**src/rtl/core/sliding_window_min_max_mean_defines.svh**
```systemverilog
// ----------------------------------------------------------------------------
// Sliding window min/max/mean - assertion macros
// Concurrent assertion helpers shared by the core modules. They reduce to
// nothing when SYNTHESIS is defined.
// ----------------------------------------------------------------------------
`ifndef SLIDING_WINDOW_MIN_MAX_MEAN_DEFINES_SVH
`define SLIDING_WINDOW_MIN_MAX_MEAN_DEFINES_SVH

`ifndef SYNTHESIS

// Check that cons holds in the same cycle as ante
`define SWMM_ASSERT_IMP(lbl, clk, rstn, ante, cons) \
    lbl: assert property (@(posedge clk) disable iff (!rstn) (ante) |-> (cons)) \
        else $error("swmm assertion failed (same-cycle implication)");

// Check that cons holds in the cycle after ante
`define SWMM_ASSERT_NXT(lbl, clk, rstn, ante, cons) \
    lbl: assert property (@(posedge clk) disable iff (!rstn) (ante) |=> (cons)) \
        else $error("swmm assertion failed (next-cycle implication)");

`else

`define SWMM_ASSERT_IMP(lbl, clk, rstn, ante, cons)
`define SWMM_ASSERT_NXT(lbl, clk, rstn, ante, cons)

`endif

`endif

```
**src/rtl/core/swmm_pkg.sv**
```systemverilog
// ----------------------------------------------------------------------------
// swmm_pkg
// Shared constants and types for the sliding window min/max/mean core.
// ----------------------------------------------------------------------------
package swmm_pkg;

    // Sample and result width (signed Q16.16)
    localparam int DATA_W         = 32;
    // Width of the fill count result field
    localparam int FILL_OUT_W     = 3;
    // Number of window entries shown on the result ports
    localparam int SHOWN_ENTRIES  = 5;
    // Default window length
    localparam int WINDOW_LEN_DEF = 5;

    typedef enum logic [1:0] {
        ST_IDLE,
        ST_SCAN,
        ST_DIV,
        ST_OUT
    } swmm_state_t;

endpackage

```
**src/rtl/core/swmm_scan.sv**
```systemverilog
// ----------------------------------------------------------------------------
// swmm_scan
// Walks the filled window entries one per cycle through a single
// compare/accumulate step, building maximum, minimum and exact sum.
// ----------------------------------------------------------------------------
module swmm_scan
    import swmm_pkg::*;
#(
    parameter int WINDOW_LEN = WINDOW_LEN_DEF,
    parameter int CNT_W      = $clog2(WINDOW_LEN + 1),
    parameter int IDX_W      = $clog2(WINDOW_LEN),
    parameter int SUM_W      = DATA_W + IDX_W
)
(
    input  logic                    clk,
    input  logic                    rst_n,
    input  logic                    start,
    input  logic [CNT_W-1:0]        count,
    input  logic signed [DATA_W-1:0] entry,
    output logic [IDX_W-1:0]        idx,
    output logic                    done,
    output logic signed [DATA_W-1:0] max_val,
    output logic signed [DATA_W-1:0] min_val,
    output logic signed [SUM_W-1:0] sum_val
);

    logic                     busy_reg;
    logic                     first_reg;
    logic                     done_reg;
    logic [IDX_W-1:0]         idx_reg;
    logic signed [DATA_W-1:0] max_reg;
    logic signed [DATA_W-1:0] min_reg;
    logic signed [SUM_W-1:0]  sum_reg;
    logic signed [SUM_W-1:0]  entry_ext;
    logic                     last;

    assign entry_ext = {{(SUM_W - DATA_W){entry[DATA_W-1]}}, entry};
    assign last      = (CNT_W'(idx_reg) == (count - CNT_W'(1)));

    // Control
    always_ff @(posedge clk or negedge rst_n)
    begin
        if (!rst_n)
        begin
            busy_reg  <= 1'b0;
            first_reg <= 1'b0;
            done_reg  <= 1'b0;
            idx_reg   <= '0;
        end
        else
        begin
            done_reg <= busy_reg && last;
            if (start)
            begin
                busy_reg  <= 1'b1;
                first_reg <= 1'b1;
                idx_reg   <= '0;
            end
            else if (busy_reg)
            begin
                first_reg <= 1'b0;
                if (last)
                begin
                    busy_reg <= 1'b0;
                end
                else
                begin
                    idx_reg <= idx_reg + IDX_W'(1);
                end
            end
        end
    end

    // Shared compare/accumulate step
    always_ff @(posedge clk)
    begin
        if (busy_reg)
        begin
            if (first_reg)
            begin
                max_reg <= entry;
                min_reg <= entry;
                sum_reg <= entry_ext;
            end
            else
            begin
                if (entry > max_reg)
                begin
                    max_reg <= entry;
                end
                if (entry < min_reg)
                begin
                    min_reg <= entry;
                end
                sum_reg <= sum_reg + entry_ext;
            end
        end
    end

    assign idx     = idx_reg;
    assign done    = done_reg;
    assign max_val = max_reg;
    assign min_val = min_reg;
    assign sum_val = sum_reg;

endmodule

```
**src/rtl/core/swmm_div.sv**
```systemverilog
// ----------------------------------------------------------------------------
// swmm_div
// Restoring serial divider, one quotient bit per cycle. Divides a signed
// sum by an unsigned count, truncating toward zero.
// ----------------------------------------------------------------------------
`include "sliding_window_min_max_mean_defines.svh"

module swmm_div
    import swmm_pkg::*;
#(
    parameter int SUM_W = DATA_W + 3,
    parameter int CNT_W = 3
)
(
    input  logic              clk,
    input  logic              rst_n,
    input  logic              start,
    input  logic [SUM_W-1:0]  dividend,
    input  logic [CNT_W-1:0]  divisor,
    output logic              done,
    output logic [DATA_W-1:0] quotient
);

    localparam int BIT_W = $clog2(SUM_W + 1);

    logic              busy_reg;
    logic              done_reg;
    logic [BIT_W-1:0]  bits_reg;
    logic              neg_reg;
    logic [SUM_W-1:0]  quo_reg;
    logic [CNT_W-1:0]  rem_reg;
    logic [CNT_W-1:0]  div_reg;
    logic [SUM_W-1:0]  magnitude;
    logic [CNT_W:0]    shifted;
    logic [CNT_W:0]    trial;
    logic              fits;
    logic [SUM_W-1:0]  signed_quo;

    assign magnitude  = dividend[SUM_W-1] ? (~dividend + SUM_W'(1)) : dividend;
    assign shifted    = {rem_reg, quo_reg[SUM_W-1]};
    assign trial      = shifted - {1'b0, div_reg};
    assign fits       = !trial[CNT_W];
    assign signed_quo = neg_reg ? (~quo_reg + SUM_W'(1)) : quo_reg;

    always_ff @(posedge clk or negedge rst_n)
    begin
        if (!rst_n)
        begin
            busy_reg <= 1'b0;
            done_reg <= 1'b0;
            bits_reg <= '0;
        end
        else
        begin
            done_reg <= 1'b0;
            if (start)
            begin
                busy_reg <= 1'b1;
                bits_reg <= BIT_W'(SUM_W);
            end
            else if (busy_reg)
            begin
                bits_reg <= bits_reg - BIT_W'(1);
                if (bits_reg == BIT_W'(1))
                begin
                    busy_reg <= 1'b0;
                    done_reg <= 1'b1;
                end
            end
        end
    end

    always_ff @(posedge clk)
    begin
        if (start)
        begin
            neg_reg <= dividend[SUM_W-1];
            quo_reg <= magnitude;
            rem_reg <= '0;
            div_reg <= divisor;
        end
        else if (busy_reg)
        begin
            // Shift in the next dividend bit, subtract if it fits
            quo_reg <= {quo_reg[SUM_W-2:0], fits};
            rem_reg <= fits ? trial[CNT_W-1:0] : shifted[CNT_W-1:0];
        end
    end

    assign done     = done_reg;
    assign quotient = signed_quo[DATA_W-1:0];

    `SWMM_ASSERT_IMP(a_div_bits_live, clk, rst_n, busy_reg, bits_reg != '0)

endmodule

```
**src/rtl/core/sliding_window_min_max_mean.sv**
```systemverilog
// ----------------------------------------------------------------------------
// Sliding window min/max/mean
// Keeps the last WINDOW_LEN Q16.16 samples and reports max, min, mean,
// fill count and the window contents for every sample.
// ----------------------------------------------------------------------------
// One sample in, one result out. On acceptance the sample enters the
// window (appended while filling, shifted in once full), then a scan unit
// walks the filled entries one per cycle for max, min and exact sum, and a
// serial divider produces the mean one quotient bit per cycle, truncating
// toward zero. Most of the time from acceptance to a valid result is spent
// in the divider. The next sample is taken at the earliest in the cycle
// after the result transaction. in_stall stays high from acceptance until
// the result transaction completes, so the block works on one sample at a
// time. Entries at or beyond the fill count read as zero; with a window
// longer than five, only the five oldest entries are shown and fill_count
// carries the low three bits of the count.
// ----------------------------------------------------------------------------
`include "sliding_window_min_max_mean_defines.svh"

module sliding_window_min_max_mean
    import swmm_pkg::*;
#(
    parameter int WINDOW_LEN = WINDOW_LEN_DEF
)
(
    input  logic                     clk,
    input  logic                     rst_n,

    input  logic                     in_valid,
    output logic                     in_stall,
    input  logic signed [DATA_W-1:0] sample,

    output logic                     out_valid,
    input  logic                     out_stall,
    output logic signed [DATA_W-1:0] win_max,
    output logic signed [DATA_W-1:0] win_min,
    output logic signed [DATA_W-1:0] win_mean,
    output logic [FILL_OUT_W-1:0]    fill_count,
    output logic signed [DATA_W-1:0] entry0,
    output logic signed [DATA_W-1:0] entry1,
    output logic signed [DATA_W-1:0] entry2,
    output logic signed [DATA_W-1:0] entry3,
    output logic signed [DATA_W-1:0] entry4
);

    localparam int CNT_W = $clog2(WINDOW_LEN + 1);
    localparam int IDX_W = $clog2(WINDOW_LEN);
    // Sum of WINDOW_LEN samples needs IDX_W guard bits
    localparam int SUM_W = DATA_W + IDX_W;

    swmm_state_t state_reg;
    swmm_state_t state_next;

    logic signed [DATA_W-1:0] window_reg  [WINDOW_LEN];
    logic signed [DATA_W-1:0] window_next [WINDOW_LEN];
    logic [CNT_W-1:0]         fill_reg;
    logic [CNT_W-1:0]         fill_next;
    logic                     full;
    logic                     in_accept;

    logic                     scan_start;
    logic                     scan_done;
    logic [IDX_W-1:0]         scan_idx;
    logic signed [DATA_W-1:0] scan_max;
    logic signed [DATA_W-1:0] scan_min;
    logic signed [SUM_W-1:0]  scan_sum;

    logic                     div_start;
    logic                     div_done;
    logic [DATA_W-1:0]        div_quo;

    logic signed [DATA_W-1:0] shown [SHOWN_ENTRIES];
    logic [CNT_W+2:0]         fill_wide;

    assign full      = (fill_reg == CNT_W'(WINDOW_LEN));
    assign in_accept = in_valid && !in_stall;

    // ------------------------------------------------------------------
    // Window store: append while filling, shift toward the oldest end
    // once full. Payload only, so no reset.
    // ------------------------------------------------------------------
    always_comb
    begin
        window_next = window_reg;
        fill_next   = fill_reg;
        if (in_accept)
        begin
            if (full)
            begin
                for (int i = 0; i < WINDOW_LEN - 1; i++)
                begin
                    window_next[i] = window_reg[i + 1];
                end
                window_next[WINDOW_LEN - 1] = sample;
            end
            else
            begin
                window_next[fill_reg[IDX_W-1:0]] = sample;
                fill_next = fill_reg + CNT_W'(1);
            end
        end
    end

    always_ff @(posedge clk)
    begin
        window_reg <= window_next;
    end

    always_ff @(posedge clk or negedge rst_n)
    begin
        if (!rst_n)
        begin
            fill_reg  <= '0;
            state_reg <= ST_IDLE;
        end
        else
        begin
            fill_reg  <= fill_next;
            state_reg <= state_next;
        end
    end

    // ------------------------------------------------------------------
    // Sequencer: accept, scan the window, divide, present the result
    // ------------------------------------------------------------------
    always_comb
    begin
        state_next = state_reg;
        scan_start = 1'b0;
        div_start  = 1'b0;
        in_stall   = 1'b1;
        out_valid  = 1'b0;
        case (state_reg)
            ST_IDLE:
            begin
                in_stall = 1'b0;
                if (in_valid)
                begin
                    // Scan starts reading the updated window next cycle
                    scan_start = 1'b1;
                    state_next = ST_SCAN;
                end
            end
            ST_SCAN:
            begin
                if (scan_done)
                begin
                    div_start  = 1'b1;
                    state_next = ST_DIV;
                end
            end
            ST_DIV:
            begin
                if (div_done)
                begin
                    state_next = ST_OUT;
                end
            end
            ST_OUT:
            begin
                out_valid = 1'b1;
                // Hold the result until the transaction completes
                if (!out_stall)
                begin
                    state_next = ST_IDLE;
                end
            end
            default:
            begin
                state_next = ST_IDLE;
            end
        endcase
    end

    // ------------------------------------------------------------------
    // Shared scan unit and serial divider
    // ------------------------------------------------------------------
    swmm_scan #(
        .WINDOW_LEN (WINDOW_LEN),
        .CNT_W      (CNT_W),
        .IDX_W      (IDX_W),
        .SUM_W      (SUM_W)
    ) u_scan (
        .clk     (clk),
        .rst_n   (rst_n),
        .start   (scan_start),
        .count   (fill_reg),
        .entry   (window_reg[scan_idx]),
        .idx     (scan_idx),
        .done    (scan_done),
        .max_val (scan_max),
        .min_val (scan_min),
        .sum_val (scan_sum)
    );

    swmm_div #(
        .SUM_W (SUM_W),
        .CNT_W (CNT_W)
    ) u_div (
        .clk      (clk),
        .rst_n    (rst_n),
        .start    (div_start),
        .dividend (scan_sum),
        .divisor  (fill_reg),
        .done     (div_done),
        .quotient (div_quo)
    );

    // ------------------------------------------------------------------
    // Result fields: all come straight from registers that stay put
    // while the result is presented.
    // ------------------------------------------------------------------
    for (genvar k = 0; k < SHOWN_ENTRIES; k++)
    begin : g_shown
        if (k < WINDOW_LEN)
        begin : g_live
            // Drop entries that are not yet filled
            assign shown[k] = (fill_reg > CNT_W'(k)) ? window_reg[k] : '0;
        end
        else
        begin : g_absent
            assign shown[k] = '0;
        end
    end

    assign fill_wide  = (CNT_W + 3)'(fill_reg);
    assign fill_count = fill_wide[FILL_OUT_W-1:0];

    assign win_max  = scan_max;
    assign win_min  = scan_min;
    assign win_mean = div_quo;
    assign entry0   = shown[0];
    assign entry1   = shown[1];
    assign entry2   = shown[2];
    assign entry3   = shown[3];
    assign entry4   = shown[4];

    // ------------------------------------------------------------------
    // Assertions
    // ------------------------------------------------------------------
    `SWMM_ASSERT_NXT(a_accept_starts_scan, clk, rst_n, in_accept, state_reg == ST_SCAN)
    `SWMM_ASSERT_IMP(a_fill_bounded, clk, rst_n, 1'b1, fill_reg <= CNT_W'(WINDOW_LEN))
    `SWMM_ASSERT_IMP(a_result_has_entries, clk, rst_n, out_valid, fill_reg != '0)

endmodule
```
**config.mk**
```make
export PLATFORM = sky130hd
export DESIGN_NAME = sliding_window_min_max_mean
export DESIGN_NICKNAME = d
export VERILOG_FILES = /design/src/rtl/core/swmm_pkg.sv /design/src/rtl/core/swmm_scan.sv /design/src/rtl/core/swmm_div.sv /design/src/rtl/core/sliding_window_min_max_mean.sv
export VERILOG_INCLUDE_DIRS = /design/src /design/src/rtl/core
export SDC_FILE = /design/constraint.sdc
export NUM_CORES = 1
export LEC_CHECK = 0
export BUFFER_PORTS_ARGS = -buffer_cell sky130_fd_sc_hd__buf_2
export CORE_MARGIN = 5
export CORE_UTILIZATION = 34
export CTS_CLUSTER_SIZE = 14
export DETAILED_ROUTE_END_ITERATION = 10
export SETUP_SLACK_MARGIN = 0.2
export SLEW_MARGIN = 20
export SYNTH_ARGS = -nofsm -noshare
export SYNTH_HDL_FRONTEND = slang
export SYNTH_SLANG_ARGS = --single-unit
```
**constraint.sdc**
```tcl
create_clock -name clk -period 16.47 [get_ports clk]
set_input_delay 2.4705 -clock clk [delete_from_list [all_inputs] [get_ports clk]]
set_output_delay 2.4705 -clock clk [all_outputs]
set_load 0.01 [all_outputs]
```
## After elaboration in Yosys (flattened, before gate mapping)

Index checks and enable logic that the tools add are counted.

| cells by class | value |
|---|---|
| eq/ne operators | 11 |
| bitwise gates (word level) | 5 |
| $lt $le $gt $ge | 10 |
| $add $sub $neg | 8 |
| reduce and logical (&&, ||, !) cells | 14 |
| muxes and demuxes | 49 |

Operator list:

| operator | count |
|---|---|
| $mux 32 | 13 |
| $bwmux 160 | 1 |
| $mux 160 | 1 |
| $mux 35 | 4 |
| $bmux 32 s3 | 1 |
| $demux 32 s3 | 1 |
| $add 35x1->35 const B | 1 |
| $add 35x32->35 | 1 |
| $not 35->35 | 1 |
| $add 32x1->32 const B | 1 |
| $gt 32x32->1 | 1 |
| $lt 32x32->1 | 1 |
| $not 32->32 | 1 |
| $mux 1 | 17 |
| $mux 3 | 4 |
| $mux 6 | 2 |
| $ge 4x4->1 const B | 2 |
| $mux 2 | 4 |
| $not 3->4 | 2 |
| $pmux 2 s4 | 1 |
| $reduce_and 2->1 | 4 |
| $reduce_bool 2->1 | 4 |
| $add 3x1->3 const B | 2 |
| $eq 6x1->1 const B | 1 |
| other kinds (18) | 26 |

| word-level totals | value |
|---|---|
| word-level logic and storage cells | 118 |
| input bits | 36 |
| output and inout bits | 261 |
| bits in registers | 320 |

## Depth between registers and ports, before layout

| logic depth | value |
|---|---|
| depth in word-level cells | 7 |
| gate-level depth with buffers | 15 |
| mapped depth without buffers | 14 |

## Hierarchy

A second synthesis with hierarchy kept.

| second synthesis, totals | value |
|---|---|
| cells, all modules | 1773 |
| area total of the unflattened synthesis | 19751.4 um^2 |

Modules (own cells, without submodules):

| module | area an instance (um^2) | sequential area each (um^2) | cells each | instances |
|---|---|---|---|---|
| sliding_window_min_max_mean | 9113.7 | 4929.7 | 735 | 1 |
| swmm_scan | 7034.2 | 3123.0 | 654 | 1 |
| swmm_div | 3603.5 | 1431.4 | 384 | 1 |

## Worst setup path after synthesis

No wires, ideal clock.

| timing | value |
|---|---|
| path type | reg2reg |
| from | register u_scan.idx_reg[0] (netlist: u_scan.idx[0]) |
| to | register u_scan.min_reg[0] (netlist: u_scan.min_val[0]), enable pin |
| buffers on the path | 2 |
| cell stages (with the launch flop) | 15 |
| clock period less this slack | 6569 ps |
| required time | 16000 ps |
| arrival time | 6099 ps |
| path slack | 9901 ps |
| setup time | 470 ps |
| cell sequence | dfrtp_1 > clkbuf_1 > clkbuf_1 > mux4_2 > a22o_1 > ha_1 > a21o_1 > a21o_1 > a21o_1 > a21o_1 > a21o_1 > a211o_1 > a21oi_1 > o21ai_0 > a211oi_1 |

| on the way | value |
|---|---|
| word-level cells in the longest chain between the ends | 7 |

RTL lines:

| element | line | text |
|---|---|---|
| start, declared | swmm_scan.sv:30 | `logic [IDX_W-1:0] idx_reg;` |
| start signal, assigned | swmm_scan.sv:68 | `idx_reg <= idx_reg + IDX_W'(1);` |
| $not 3->4 (not written as such) | sliding_window_min_max_mean.sv:188 | `.entry (window_reg[scan_idx]),` |
| $bmux 32 s3 | sliding_window_min_max_mean.sv:188 |  |
| $mux 32 (not written as such) (2 in a row) | sliding_window_min_max_mean.sv:188 |  |
| named net u_scan.entry[17] | swmm_scan.sv:19 | `input logic signed [DATA_W-1:0] entry,` |
| $lt 32x32->1 | swmm_scan.sv:91 | `if (entry < min_reg)` |
| $reduce_bool 2->1 (no line) | n/a |  |
| $reduce_and 2->1 (no line) | n/a |  |
| end signal, assigned | swmm_scan.sv:82 | `min_reg <= entry;` |
| end signal, assigned | swmm_scan.sv:93 | `min_reg <= entry;` |
| end, declared | swmm_scan.sv:32 | `logic signed [DATA_W-1:0] min_reg;` |

The timed path passes the listed nets, and every way through them passes these cells. The select of a mux whose other input is x is not followed.
A chain may end at the register's enable or synchronous reset.

## Final worst setup path

| timing | value |
|---|---|
| from | register u_div.quo_reg[2] |
| to | output port win_mean[26] |

| on the way | value |
|---|---|
| word-level cells in the longest chain between the ends | 3 |

RTL lines:

| element | line | text |
|---|---|---|
| start, declared | swmm_div.sv:30 | `logic [SUM_W-1:0] quo_reg;` |
| start signal, assigned | swmm_div.sv:78 | `quo_reg <= magnitude;` |
| start signal, assigned | swmm_div.sv:85 | `quo_reg <= {quo_reg[SUM_W-2:0], fits};` |
| $not 32->32 | swmm_div.sv:43 | `assign signed_quo = neg_reg ? (~quo_reg + SUM_W'(1)) : quo_reg;` |
| $add 32x1->32 | swmm_div.sv:43 |  |
| $mux 32 | swmm_div.sv:43 |  |
| end, declared | sliding_window_min_max_mean.sv:37 | `output logic signed [DATA_W-1:0] win_mean,` |

Every way passes these cells.

==> impl.org <==
** Detailed routing
- In the final routed layout, each cell accounts on average for 22.0 um.
- Drt pass-1 iters :: 7
- Ratio of routed vias to standard cells :: 5.38
- Remaining antenna violation count :: 0
- The detailed router finished its first iteration with 1308 violations.
- Vias after detailed routing :: 15500
- The final layout contains routed wiring with a total length of 63.6 mm.
- DRC violation count after routing :: 0

** Critical path
- In this run the critical register-to-register path is launched from u_scan.idx[1].
- STA puts the critical path data required time at 14000 ps.
- The setup path with the least slack is of type flop to primary output.
- STA classifies the critical path startpoint as a flop.
- First element of the critical path :: u_div.quo_reg[2]
- STA puts the critical path data arrival time at 3230 ps.
- Worst-path maximum fanout :: 5
- The worst setup path is captured at a primary output.

** Clock tree
- Clock transition at path regs :: 60 ps
- After clock tree synthesis, the setup repair step added 0 buffers.
- Number of hold buffers added after CTS :: 0
- CTS root buffer :: sky130_fd_sc_hd__clkbuf_16
- Buffer depth of the longest clock path :: 3
- Sink Count :: 320
- TritonCTS built the clock tree.
- Gates resized during post-CTS repair numbered 0.
- Number of H-tree branching levels :: 2
- Clock tree synthesis inserted a total of 37 buffers.
- The later pin in the worst-skew pair is clocked with a latency of 560 ps.

** Min path
- The path class of the tightest hold or removal check is flop to flop.
- The worst hold path begins at u_div.rem_reg[2].

** Cells and area
- Fraction of layout cells with a size suffix above 1 :: 0.212
- The area growth from synthesis to layout is 18.5%.
- After routing the design area is 23000 um2.
- The final layout contains 2256 nets.
- The register with the most flip-flops in the layout has 160 of them.
- Number of fill cells :: 5533

** Timing
- Worst max-slew margin expressed relative to the limit :: 0.251
- Max Fclk :: 175 MHz
- Number of max-slew violations in the final report :: 0
- Dividing the final minimum period by the clock period gives 0.346.
- The final hold violation count was 0.
- At the pin with the least slew margin, the transition time is 1120 ps.
- Setup violations remaining at the end of the flow were counted as 0.
- Final worst clock skew :: 31.2 ps
- Unrepaired setup endpoints after global routing :: no
- Post-layout min period :: 5700 ps
- Final total negative setup slack :: 0 ps

** Yosys
- After technology mapping, the gate count stands at 1830.
- For this run, the number of Yosys warnings is 0.
- Synth cell types :: 63
- Leading cell types by total area after synthesis :: sky130_fd_sc_hd__edfxtp_1 46%, sky130_fd_sc_hd__ha_1 7.5%, sky130_fd_sc_hd__a21oi_1 4.4%, sky130_fd_sc_hd__and2_1 4.3%, sky130_fd_sc_hd__nand2_1 4.3%
- Flop and latch count out of synthesis :: 320
- Synthesized netlist net count :: 1984
- Register area share after synthesis :: 0.490
- A synthesized cell averages 10.6 um2.
- Of the post-synthesis cell area, the dominant cell type holds 0.462.
- Main flop type after synthesis :: sky130_fd_sc_hd__edfxtp_1
- Yosys mapped a number of flops with a built-in enable equal to 298.
- sky130_fd_sc_hd__edfxtp_1 takes more of the synthesized area than any other cell.
- Post-Syn Area :: 19400 um2
- Fraction of registers with async set/reset :: 0.0594

** Power
- Fraction of power consumed by sequential logic :: 0.280
- Largest vdd supply drop :: 0.0000972 V
- Dividing total power by cell area gives a power density of 237 nW/um2.
- Clock power share :: 0.149
- The analysis attributes to net switching a power of 2.49 mW.
- The internal power of the cells totals 2.96 mW.
- Switching Share :: 0.456
- Fraction of power consumed by combinational cells :: 0.571
- Leakage :: 9.16 nW

** Die
- Die area :: 61900 um2
- The die is 249 um tall.
- Floorplan core area :: 56400 um2
- The floorplan has 87 rows.
- Die width :: 249 um
- During I/O placement, the number of pins put on the boundary was 297.
- The initial utilization of the core area, before any placement, comes to 0.344.

** Place
- Once placement finished, the instance area stood at 21800 um2.
- Once detailed placement completed, the half-perimeter wirelength came to 45.5 mm.
- The congestion estimate from routability-driven global placement came to 0.886.
- During placement, the flow inserted port buffers numbering 296.

** GRT
- For this run the aggregate overflow at the end of global routing stands at 0.
- Largest net degree at the start of global routing :: 100
- The number of global-route vias before repair is 15900.
- Total routing usage reported by global routing :: 0.199
- The first global-routing pass estimated 97.4 mm of wire.
- The number of antenna violations at the first check in global routing was 3.

** Flow run
- Number of max-cap violations :: 0

** Status
- The flow ran to the end, and the final reports show no timing, DRC or antenna violations.
## through the flow
step                hold WS, ps  power, mW   util  setup slack, ps  instances
floorplan                   424       3.51      -             9900       1830
global placement            487       4.56  0.386            11200       2819
detailed placement          497       4.64  0.386            10950       2819
CTS                         506       5.47  0.407            10710       2883
global route                548       5.86  0.407            10470       2883
finish                      507       5.45  0.407            10770       2884
## metal layers
layer	vias up	part of all wire	track usage
li1	7196	-	-
met1	7537	0.43	0.272
met2	687	0.46	0.318
met3	93	0.087	0.0468
met4	4	0.023	0.0553
met5	-	0.00041	0
## placed cells by master, fill, tap and decap left out, drive strengths merged, types with 13 or more instances in the layout
cell,n
nor3,17
o31ai,19
nand2b,16
a21oi,171
or3,14
a21o,35
dfrtp,19
buf,324
nand2,221
xnor2,54
edfxtp,298
nor2b,71
a22o,62
nand3,19
ha,116
clkbuf,47
inv,94
o21ai,103
xor2,48
nor2,58
and2,134
clkinv,13
nand4,13
mux4,32
## worst max-delay path, stage by stage, from the launching register on
cell and delay (ps):
sky130_fd_sc_hd__edfxtp_1 470, sky130_fd_sc_hd__nor4_1 350, sky130_fd_sc_hd__nand2_1 160, sky130_fd_sc_hd__or3_1 430, sky130_fd_sc_hd__nand2b_1 220, sky130_fd_sc_hd__or3_1 430, sky130_fd_sc_hd__o41ai_1 330, sky130_fd_sc_hd__xnor2_1 160
sky130_fd_sc_hd__buf_2 150
## Yosys cell counts, types with 4 or more instances
cell type	number
sky130_fd_sc_hd__and3_1	9
sky130_fd_sc_hd__o211ai_1	5
sky130_fd_sc_hd__or4_1	9
sky130_fd_sc_hd__mux2i_1	7
sky130_fd_sc_hd__o21ai_0	102
sky130_fd_sc_hd__o21a_1	4
sky130_fd_sc_hd__clkbuf_1	85
sky130_fd_sc_hd__nor3b_1	8
sky130_fd_sc_hd__inv_1	91
sky130_fd_sc_hd__xor2_1	48
sky130_fd_sc_hd__a2111oi_0	4
sky130_fd_sc_hd__nand4b_1	4
sky130_fd_sc_hd__nand2b_1	16
sky130_fd_sc_hd__nand3_1	19
sky130_fd_sc_hd__or2_2	6
sky130_fd_sc_hd__nand2_1	221
sky130_fd_sc_hd__a22o_1	62
sky130_fd_sc_hd__nor2_1	58
sky130_fd_sc_hd__a21oi_1	171
sky130_fd_sc_hd__and2_1	134
sky130_fd_sc_hd__buf_1	5
sky130_fd_sc_hd__mux4_2	32
sky130_fd_sc_hd__o2111ai_1	4
sky130_fd_sc_hd__nand4_1	13
sky130_fd_sc_hd__xnor2_1	54
sky130_fd_sc_hd__o41ai_1	10
sky130_fd_sc_hd__a21o_1	35
sky130_fd_sc_hd__a31oi_1	7
sky130_fd_sc_hd__nor3_1	17
sky130_fd_sc_hd__a211oi_1	6
sky130_fd_sc_hd__ha_1	116
sky130_fd_sc_hd__or3_1	12
sky130_fd_sc_hd__o31ai_1	19
sky130_fd_sc_hd__nor2b_1	71
sky130_fd_sc_hd__dfrtp_1	19
sky130_fd_sc_hd__edfxtp_1	298
## layout make-up
class	instances	area [um2]	area share
sequential	320	9490	0.413
multi-input combinational	1325	9310	0.406
timing repair buffer	324	1690	0.0737
clock buffer	47	1020	0.0446
tap	756	946	0.0412
inverter	94	353	0.0154
clock inverter	17	145	0.00632
antenna	1	2.50	0.000109
## cells by family after synthesis
logic type	after synthesis	share of synthesized area
multiplexers	42	0.0426
AND/OR/NAND/NOR	613	0.163
flip-flops	320	0.490
XOR/XNOR	102	0.0461
buffers and inverters	185	0.0360
AO/OA/AOI/OAI	450	0.145
adder cells (fa/ha/maj)	118	0.0770
## power by group through the flow
stage	clock, mW	sequential, mW	combinational, mW
2_1_floorplan	0	1.49	2.02
3_5_place_dp	0	1.54	3.10
5_1_grt	0.859	1.55	3.45
6_report	0.810	1.52	3.11
4_1_cts	0.827	1.52	3.12
3_3_place_gp	0	1.53	3.03
## worst paths after layout
kind / depth (start not counted) / end / slack, ps
max in group asynchronous: 1 / u_scan.idx[1] / 14230
hold / removal: 2 / u_div.rem_reg[2] / 510
hold reg to reg: 2 / u_div.rem_reg[2] / 510
min in group asynchronous: 1 / state_reg[1] / 1870
setup / recovery: 8 / win_mean[26] / 10770
setup reg to reg: 13 / u_scan.min_val[7] / 10870
Power figures use the tool's default switching activity.
